--- config.mk ---
export PLATFORM = sky130hd
export DESIGN_NAME = psl_fifo
export DESIGN_NICKNAME = d
export VERILOG_FILES = /design/src/hdl/psl_fifo.sv
export SDC_FILE = /design/constraint.sdc
export NUM_CORES = 1
export LEC_CHECK = 0
export BUFFER_PORTS_ARGS = -buffer_cell sky130_fd_sc_hd__buf_2
export CAP_MARGIN = 20
export CELL_PAD_IN_SITES_DETAIL_PLACEMENT = 1
export CELL_PAD_IN_SITES_GLOBAL_PLACEMENT = 1
export CORE_MARGIN = 3
export CORE_UTILIZATION = 45
export DETAILED_ROUTE_END_ITERATION = 12
export PLACE_DENSITY = 0.65
export SETUP_SLACK_MARGIN = 0.02
export SYNTH_ARGS = -nofsm -noshare
export SYNTH_HDL_FRONTEND = slang
export SYNTH_SLANG_ARGS = --single-unit
--- constraint.sdc ---
create_clock -name clk_i -period 12.15 [get_ports clk_i]
set_clock_uncertainty 0.15 [all_clocks]
set_input_delay 3.645 -clock clk_i [delete_from_list [all_inputs] [get_ports clk_i]]
set_output_delay 3.645 -clock clk_i [all_outputs]
set_load 0.005 [all_outputs]
--- src/hdl/psl_fifo.sv ---
// small result queue in flip-flops
`default_nettype none

module psl_fifo #(
  parameter int unsigned WIDTH = 66,
  parameter int unsigned DEPTH = 8
) (
  input  wire logic             clk_i,
  input  wire logic             rst_ni,
  input  wire logic             push_i,
  input  wire logic [WIDTH-1:0] data_i,
  input  wire logic             pop_i,
  output      logic             valid_o,
  output      logic [WIDTH-1:0] data_o
);

  localparam int unsigned PTR_W = (DEPTH > 1) ? $clog2(DEPTH) : 1;
  localparam int unsigned CNT_W = $clog2(DEPTH + 1);

  logic [WIDTH-1:0] mem_q [DEPTH];
  logic [PTR_W-1:0] wr_q;
  logic [PTR_W-1:0] rd_q;
  logic [CNT_W-1:0] cnt_q;
  logic             do_pop;

  assign valid_o = (cnt_q != '0);
  assign data_o  = mem_q[rd_q];
  assign do_pop  = pop_i && valid_o;

  always_ff @(posedge clk_i or negedge rst_ni) begin
    if (!rst_ni) begin
      wr_q  <= '0;
      rd_q  <= '0;
      cnt_q <= '0;
    end else begin
      if (push_i) begin
        wr_q <= (wr_q == PTR_W'(DEPTH - 1)) ? '0 : wr_q + PTR_W'(1);
      end
      if (do_pop) begin
        rd_q <= (rd_q == PTR_W'(DEPTH - 1)) ? '0 : rd_q + PTR_W'(1);
      end
      cnt_q <= cnt_q + CNT_W'(push_i) - CNT_W'(do_pop);
    end
  end

  always_ff @(posedge clk_i) begin
    if (push_i) begin
      mem_q[wr_q] <= data_i;
    end
  end

endmodule

`default_nettype wire

==> results of run 1 <==
[logic make-up (layout without fill, tap and decap cells)]
| family | Yosys count | in the layout |
|---|---|---|
| simple gates | 19 | 19 |
| xor+xnor | 2 | 2 |
| compound gates | 3 | 3 |
| flops | 538 | 538 |
| mux | 203 | 203 |
| fa+ha+maj | 10 | 10 |
| other cells | 0 | 2 |
| buf+inv | 45 | 263 |
[cell usage in the layout, fill, tap and decap left out, types with 2 or more instances in the layout]
cell type	count
edfxtp_1	528
buf_2	136
mux4_2	116
mux2_4	58
clkbuf_16	55
clkbuf_1	23
buf_4	17
mux4_1	16
mux2_2	13
clkinv_1	11
ha_1	9
inv_1	8
clkinv_2	7
dfrtp_1	7
nor2_4	6
nand2_1	4
clkbuf_8	3
dfrtp_4	3
diode_2	2
xor2_1	2
nand2b_1	2
nor3_2	2
nor2_1	2
[final timing paths]
path / end / startpoint / slack (ns) / cells past startpoint
worst min register to register: wr_q[2]$_DFFE_PN0P_ / wr_q[2]$_DFFE_PN0P_ / 0.42 / 1
worst max register to register: rd_q[2]$_DFFE_PN0P_ / rd_q[2]$_DFFE_PN0P_ / 9.10 / 3
worst min-delay path: wr_q[2]$_DFFE_PN0P_ / wr_q[2]$_DFFE_PN0P_ / 0.42 / 1
min in group asynchronous: wr_q[1]$_DFFE_PN0P_ / rst_ni / 2.78 / 1
max in group asynchronous: rd_q[0]$_DFFE_PN0P_ / rst_ni / 8.83 / 1
worst max-delay path: data_o[0] / rd_q[2]$_DFFE_PN0P_ / 4.76 / 4
[routing by layer]
metal,GRT usage,vias to the layer above,wire (um)
li1,-,3860,-
met1,0.2431,4735,18410
met5,0,-,30
met2,0.2817,185,20100
met3,0.03516,53,1852
met4,0.03732,4,627
[cell usage after synthesis, types with 2 or more instances]
| master | number |
|---|---|
| buf_2 | 13 |
| edfxtp_1 | 528 |
| nor3_1 | 2 |
| nor2_1 | 8 |
| mux2_4 | 58 |
| ha_1 | 9 |
| mux2_2 | 13 |
| buf_1 | 2 |
| mux4_2 | 116 |
| dfrtp_1 | 10 |
| clkbuf_4 | 2 |
| mux4_1 | 16 |
| nand2b_1 | 2 |
| nand2_1 | 4 |
| xor2_1 | 2 |
| inv_1 | 8 |
| clkbuf_1 | 11 |
| buf_12 | 7 |
[sequential cells by signal, summed over array words and instances (netlist names)]
name and cells:
cnt_q 4, mem_q 528, rd_q 3, wr_q 3
[stage by stage]
step	std cells	power (mW)
global placement	1537	4.188
finish	1640	5.646
CTS	1638	5.756
floorplan	820	3.686
detailed placement	1537	4.215
global route	1638	5.941
[area by class of cell]
| class | instances | area, um2 | area share |
|---|---|---|---|
| clock inverter | 20 | 115.1 | 0.004854 |
| tap | 600 | 750.7 | 0.03166 |
| multi-input combinational | 237 | 4363 | 0.1840 |
| sequential | 538 | 16120 | 0.6797 |
| timing repair buffer | 154 | 828.3 | 0.03493 |
| antenna | 2 | 5.005 | 0.0002111 |
| clock buffer | 81 | 1504 | 0.06342 |
| inverter | 8 | 30.03 | 0.001266 |
[report_power, final]
group          leakage (nW)  total, mW  switching [mW]  internal (mW)
logic                  2.23       1.63           0.731          0.896
registers              4.91       2.49           0.163           2.33
clock network         0.790       1.53           0.656          0.873
[worst reg2reg max path: cells and delay by family (launching register included)]
family / cells / cell delay (ns)
DFF: 1 / 1.11
muxes: 1 / 0.26
adders and majority gates: 1 / 0.47
buffers and inverters: 1 / 0.94
==> key figures, run 1 <==
Global routing
  – Global-route wire length before repair: 61.11 mm
  – Grt total ovfl: 0
  – Total GRT Usage: 0.1721
  – Initial antenna violation count: 3
  – Vias in the first global route: 9624
  – Largest net degree at the start of global routing: 112

Timing
  – Rel. slew slack: 0.2274
  – Final worst slack: 4.758 ns
  – Hold_ws: 0.4213 ns
  – Final setup violation count: 0
  – Tmin final: 7.392 ns
  – Final period utilization: 0.6084
  – Tightest Pin Transition: 1.159 ns
  – Fin. Hold Viols: 0
  – Slew Viols, Final: 0
  – Max Clock Freq: 0.1353 GHz
  – RSZ-0062 raised after global routing: no
  – Setup tns final: 0 ns

Worst hold path
  – Hold Path Class: reg -> reg

Floorplan
  – Cell row count: 78
  – CORE AREA: 0.04548 mm2
  – I/O Pins: 137
  – Die W: 220.6 um
  – Die area: 0.04868 mm2
  – Die height: 220.6 um
  – Initial Util: 0.4558

Clock network
  – Hold_buf cts: 0
  – CTS Root Cell: clkbuf_16
  – CTS tree: built
  – H-tree Lvls: 2
  – Postcts setup bufs: 0
  – Clock sinks: 538
  – Post-CTS sizing: 0
  – Worst-path clk slew: 0.06 ns
  – CTS Buf Count: 55
  – CTS Buffer Depth: 3
  – Clock latency on the worst-skew pair: 0.58 ns

Job
  – Max Cap Viol: 0

Critical path
  – Endpoint class of the critical path: output pin
  – Top delay family on crit path: flip-flops
  – Crit-path slowest cell: dfrtp_4
  – Worst Setup Path Type: reg -> out
  – Worst Setup Start Kind: flip-flop
  – Slowest cell delay on critical path: 1.11 ns
  – CP Max Fanout: 68
  – Worst EP arrival: 3.60 ns
  – Critical-path cell list: buf_4, mux4_2, mux2_2, buf_2
  – WP buf/inv: 2
  – WP data required: 8.35 ns

Logic synthesis
  – Post-synth ARST share: 0.01859
  – Post-Synth Simple-Gate Area: 0.004345
  – Synth area leader: edfxtp_1
  – Yosys cell types: 27
  – Number of flops mapped to enable cells by yosys: 528
  – Seq/Total Area, Yosys: 0.7769
  – Mapped cell area: 0.02073 mm2
  – #FFs+latches synth: 538
  – Yosys top cell area share: 0.7648
  – Largest family of logic cells by synthesized area: multiplexers
  – Cell count after synthesis: 820
  – Synth area leaders: edfxtp_1 76%, mux4_2 13%, mux2_4 4.2%, mux4_1 2.0%, dfrtp_1 1.2%
  – Syn Area/Cell: 25.28 um2
  – Ys flop type: edfxtp_1
  – Syn_nets: 900
  – Post-synthesis xor/xnor area fraction: 0.0008450
  – Synth Warn #: 0
  – Multiplexer share of the synthesized area: 0.1954
  – Adder-cell area share of the yosys netlist: 0.006397
  – Compound-Gate Fraction of Synth Area: 0.0008450

Placed design
  – GPL Wtd Cong: 0.6738
  – Detailed placement HPWL: 21.62 mm
  – Dpl ws: 5.288 ns
  – Count of input and output buffers: 136
  – Placed instance area: 0.02209 mm2

Power
  – Power density over the cells: 238.1 mW/mm2
  – Pleak: 7.930 nW
  – Max VDD drop: 0.1817 mV

Cells and area
  – Share of layout cells above drive strength 1: 0.4037
  – FILL cells: 3985
  – Design area: 0.02371 mm2
  – Final Net Count: 1074
  – Area grow syn2layout: 14.38%
  – Final Util: 0.5214

Drt
  – Antenna viol nets, final: 0
  – Total wire length: 41.02 mm
  – Via density: 5.388
  – First DRT Iteration DRCs: 662
  – Wire per inst: 25.01 um
  – Drt drc: 0
  – Drt pass-1 iters: 7
  – Via count: 8837

Outcome
  – Status: finished clean
Power figures use the tool's default switching activity.
==> inputs of run 2 (changes only) <==
Settings changed: PLACE_DENSITY 0.65 to 0.68.
Clock period 12.15 ns to 6.6 ns, I/O delays scaled along.
==> run 2 against run 1 <==
Worst hold slack improved by 0.0063 ns. Clock power rose by 77%. Clock-buffer cell count fell by 17. Critical endpoint is now data_o[45].
==> key figures, run 2 (same netlist as run 1, synthesis figures left out) <==
Global routing
  – Vias in the first global route: 9842
  – Routing usage on met1: 0.2387
  – Routing usage on met2: 0.2895
  – Global-route wire length before repair: 62.45 mm
  – Initial antenna violation count: 5
  – Largest net degree at the start of global routing: 61
  – Total GRT Usage: 0.1754
  – GRT met3 Usage: 0.04161
  – Most Crowded Layer GR: met2
  – Grt total ovfl: 0

Worst hold path
  – WHS Endpoint: wr_q[2]$_DFFE_PN0P_
  – Min-Delay Path Depth: 1
  – Hold Path Class: reg -> reg
  – HP Start: wr_q[2]$_DFFE_PN0P_

Power
  – Combinational power share: 0.293
  – Clock power share: 0.262
  – Reg power frac: 0.445
  – Max VDD drop: 0.2949 mV
  – Switching share of total power: 0.2783
  – Power density over the cells: 435.7 mW/mm2
  – Pleak: 7.941 nW
  – Pint: 7.473 mW
  – Switch Pwr: 2.882 mW

Timing
  – Slew Viols, Final: 0
  – Setup tns final: 0 ns
  – RSZ-0062 raised after global routing: no
  – Final period utilization: 0.7832
  – Final setup violation count: 0
  – Tightest Pin Transition: 0.9733 ns
  – Rel. slew slack: 0.3496
  – Fin. Hold Viols: 0
  – Max Clock Freq: 0.1935 GHz
  – Tmin final: 5.169 ns

Critical path
  – Worst Setup Start Kind: flip-flop
  – CP Max Fanout: 43
  – Worst r2r dst: cnt_q[2]$_DFF_PN0_
  – Endpoint class of the critical path: output pin
  – Worst Setup Path Type: reg -> out
  – R2R setup slack: 4.00 ns
  – Worst Reg-to-Reg Cells: 10
  – WP data required: 4.47 ns
  – Worst EP arrival: 3.04 ns
  – Worst r2r src: cnt_q[2]$_DFF_PN0_

Floorplan
  – Die height: 220.6 um
  – Cell row count: 78
  – Die area: 0.04868 mm2
  – Initial Util: 0.4558
  – Die W: 220.6 um
  – I/O Pins: 137
  – CORE AREA: 0.04548 mm2

Outcome
  – Status: finished clean

Drt
  – First DRT Iteration DRCs: 633
  – Via count: 8954
  – Wire per inst: 25.48 um
  – Drt drc: 0
  – Via density: 5.470
  – Antenna viol nets, final: 0
  – Drt pass-1 iters: 5
  – Total wire length: 41.72 mm

Clock network
  – Worst-path clk slew: 0.06 ns
  – Post-CTS sizing: 0
  – Postcts setup bufs: 0
  – Clock latency on the worst-skew pair: 0.59 ns
  – CTS tree: built
  – Clock sinks: 538
  – CTS Root Cell: clkbuf_16
  – CTS Buf Count: 54
  – CTS Buffer Depth: 3
  – H-tree Lvls: 2
  – Hold_buf cts: 0

Cells and area
  – Final Util: 0.5226
  – Design area: 0.02377 mm2
  – Biggest regs: mem_q x528, cnt_q x4
  – Commonest non-fill, non-tap cells in the layout: 528 x edfxtp_1, 136 x buf_2, 116 x mux4_2
  – Share of layout cells above drive strength 1: 0.4064
  – Area grow syn2layout: 14.65%
  – Max reg flops: 528
  – Most common cell after layout, fill and taps aside: edfxtp_1
  – Final Net Count: 1076
  – FILL cells: 3972
  – Most flop-heavy register: mem_q

Placed design
  – GPL Wtd Cong: 0.6802
  – Count of input and output buffers: 136
  – Detailed placement HPWL: 22.60 mm
  – Placed instance area: 0.02221 mm2

Job
  – Max Cap Viol: 0
## run 2: changes by cell type in the layout (fill, tap and decap cells not counted)
cell        previous run  this run
clkinv_2               7         8
buf_12                 1         8
nor3_2                 2         0
buf_4                 17        13
clkbuf_8               3         0
nor3_4                 0         2
clkinv_4               0         1
bufinv_16              1         0
clkinv_1              11        21
diode_2                2         1
clkinvlp_4             0         1
clkbuf_1              23         9
## run 2: cell type report
type	count	area, um2	share of cell area
tap	600	750.7	0.03159
antenna	1	2.502	0.0001053
sequential	538	16120	0.6781
timing repair buffer	157	938.4	0.03948
inverter	8	30.03	0.001263
clock buffer	64	1410	0.05933
multi-input combinational	237	4375	0.1841
clock inverter	32	143.9	0.006054
## run 2: how the worst max path moves through the flow
stage	start	end	slack, ns	cells past startpoint
CTS	rd_q[0]$_DFFE_PN0P_	data_o[45]	1.29	4
detailed placement	rd_q[0]$_DFFE_PN0P_	data_o[45]	1.94	4
floorplan	push_i	mem_q[1][0]$_DFFE_PP_	1.09	2
global placement	rd_q[0]$_DFFE_PN0P_	data_o[9]	1.96	4
global route	rd_q[0]$_DFFE_PN0P_	data_o[15]	1.19	4
finish	rd_q[0]$_DFFE_PN0P_	data_o[45]	1.43	4
## run 2: power groups by stage
stage / clock network, mW / registers [mW] / logic, mW
2_1_floorplan: 0 / 4.46 / 2.32
3_3_place_gp: 0 / 4.66 / 3.09
3_5_place_dp: 0 / 4.69 / 3.13
4_1_cts: 2.79 / 4.63 / 3.14
5_1_grt: 2.95 / 4.67 / 3.30
6_report: 2.71 / 4.61 / 3.04
## run 2: critical path, cell delays in order (launching register included)
cell and delay, ns:
dfrtp_4 1.01, buf_4 0.44, mux4_1 0.59, mux2_4 0.27, buf_2 0.12
## run 2: through the flow
stage | std cells | total power, mW | worst slack, ns | hold slack [ns]
after floorplan | 820 | 6.777 | 1.091 | 0.3736
after global placement | 1540 | 7.747 | 1.963 | 0.3939
after detailed placement | 1540 | 7.821 | 1.939 | 0.4128
after CTS | 1636 | 10.57 | 1.290 | 0.4255
after global routing | 1636 | 10.91 | 1.190 | 0.4550
final | 1637 | 10.36 | 1.431 | 0.4275
## run 2: metal layers
layer / up-vias / wire, um
met1: 4810 / 17770
met5: - / 58
met2: 200 / 20810
li1: 3866 / -
met4: 10 / 823
met3: 68 / 2254
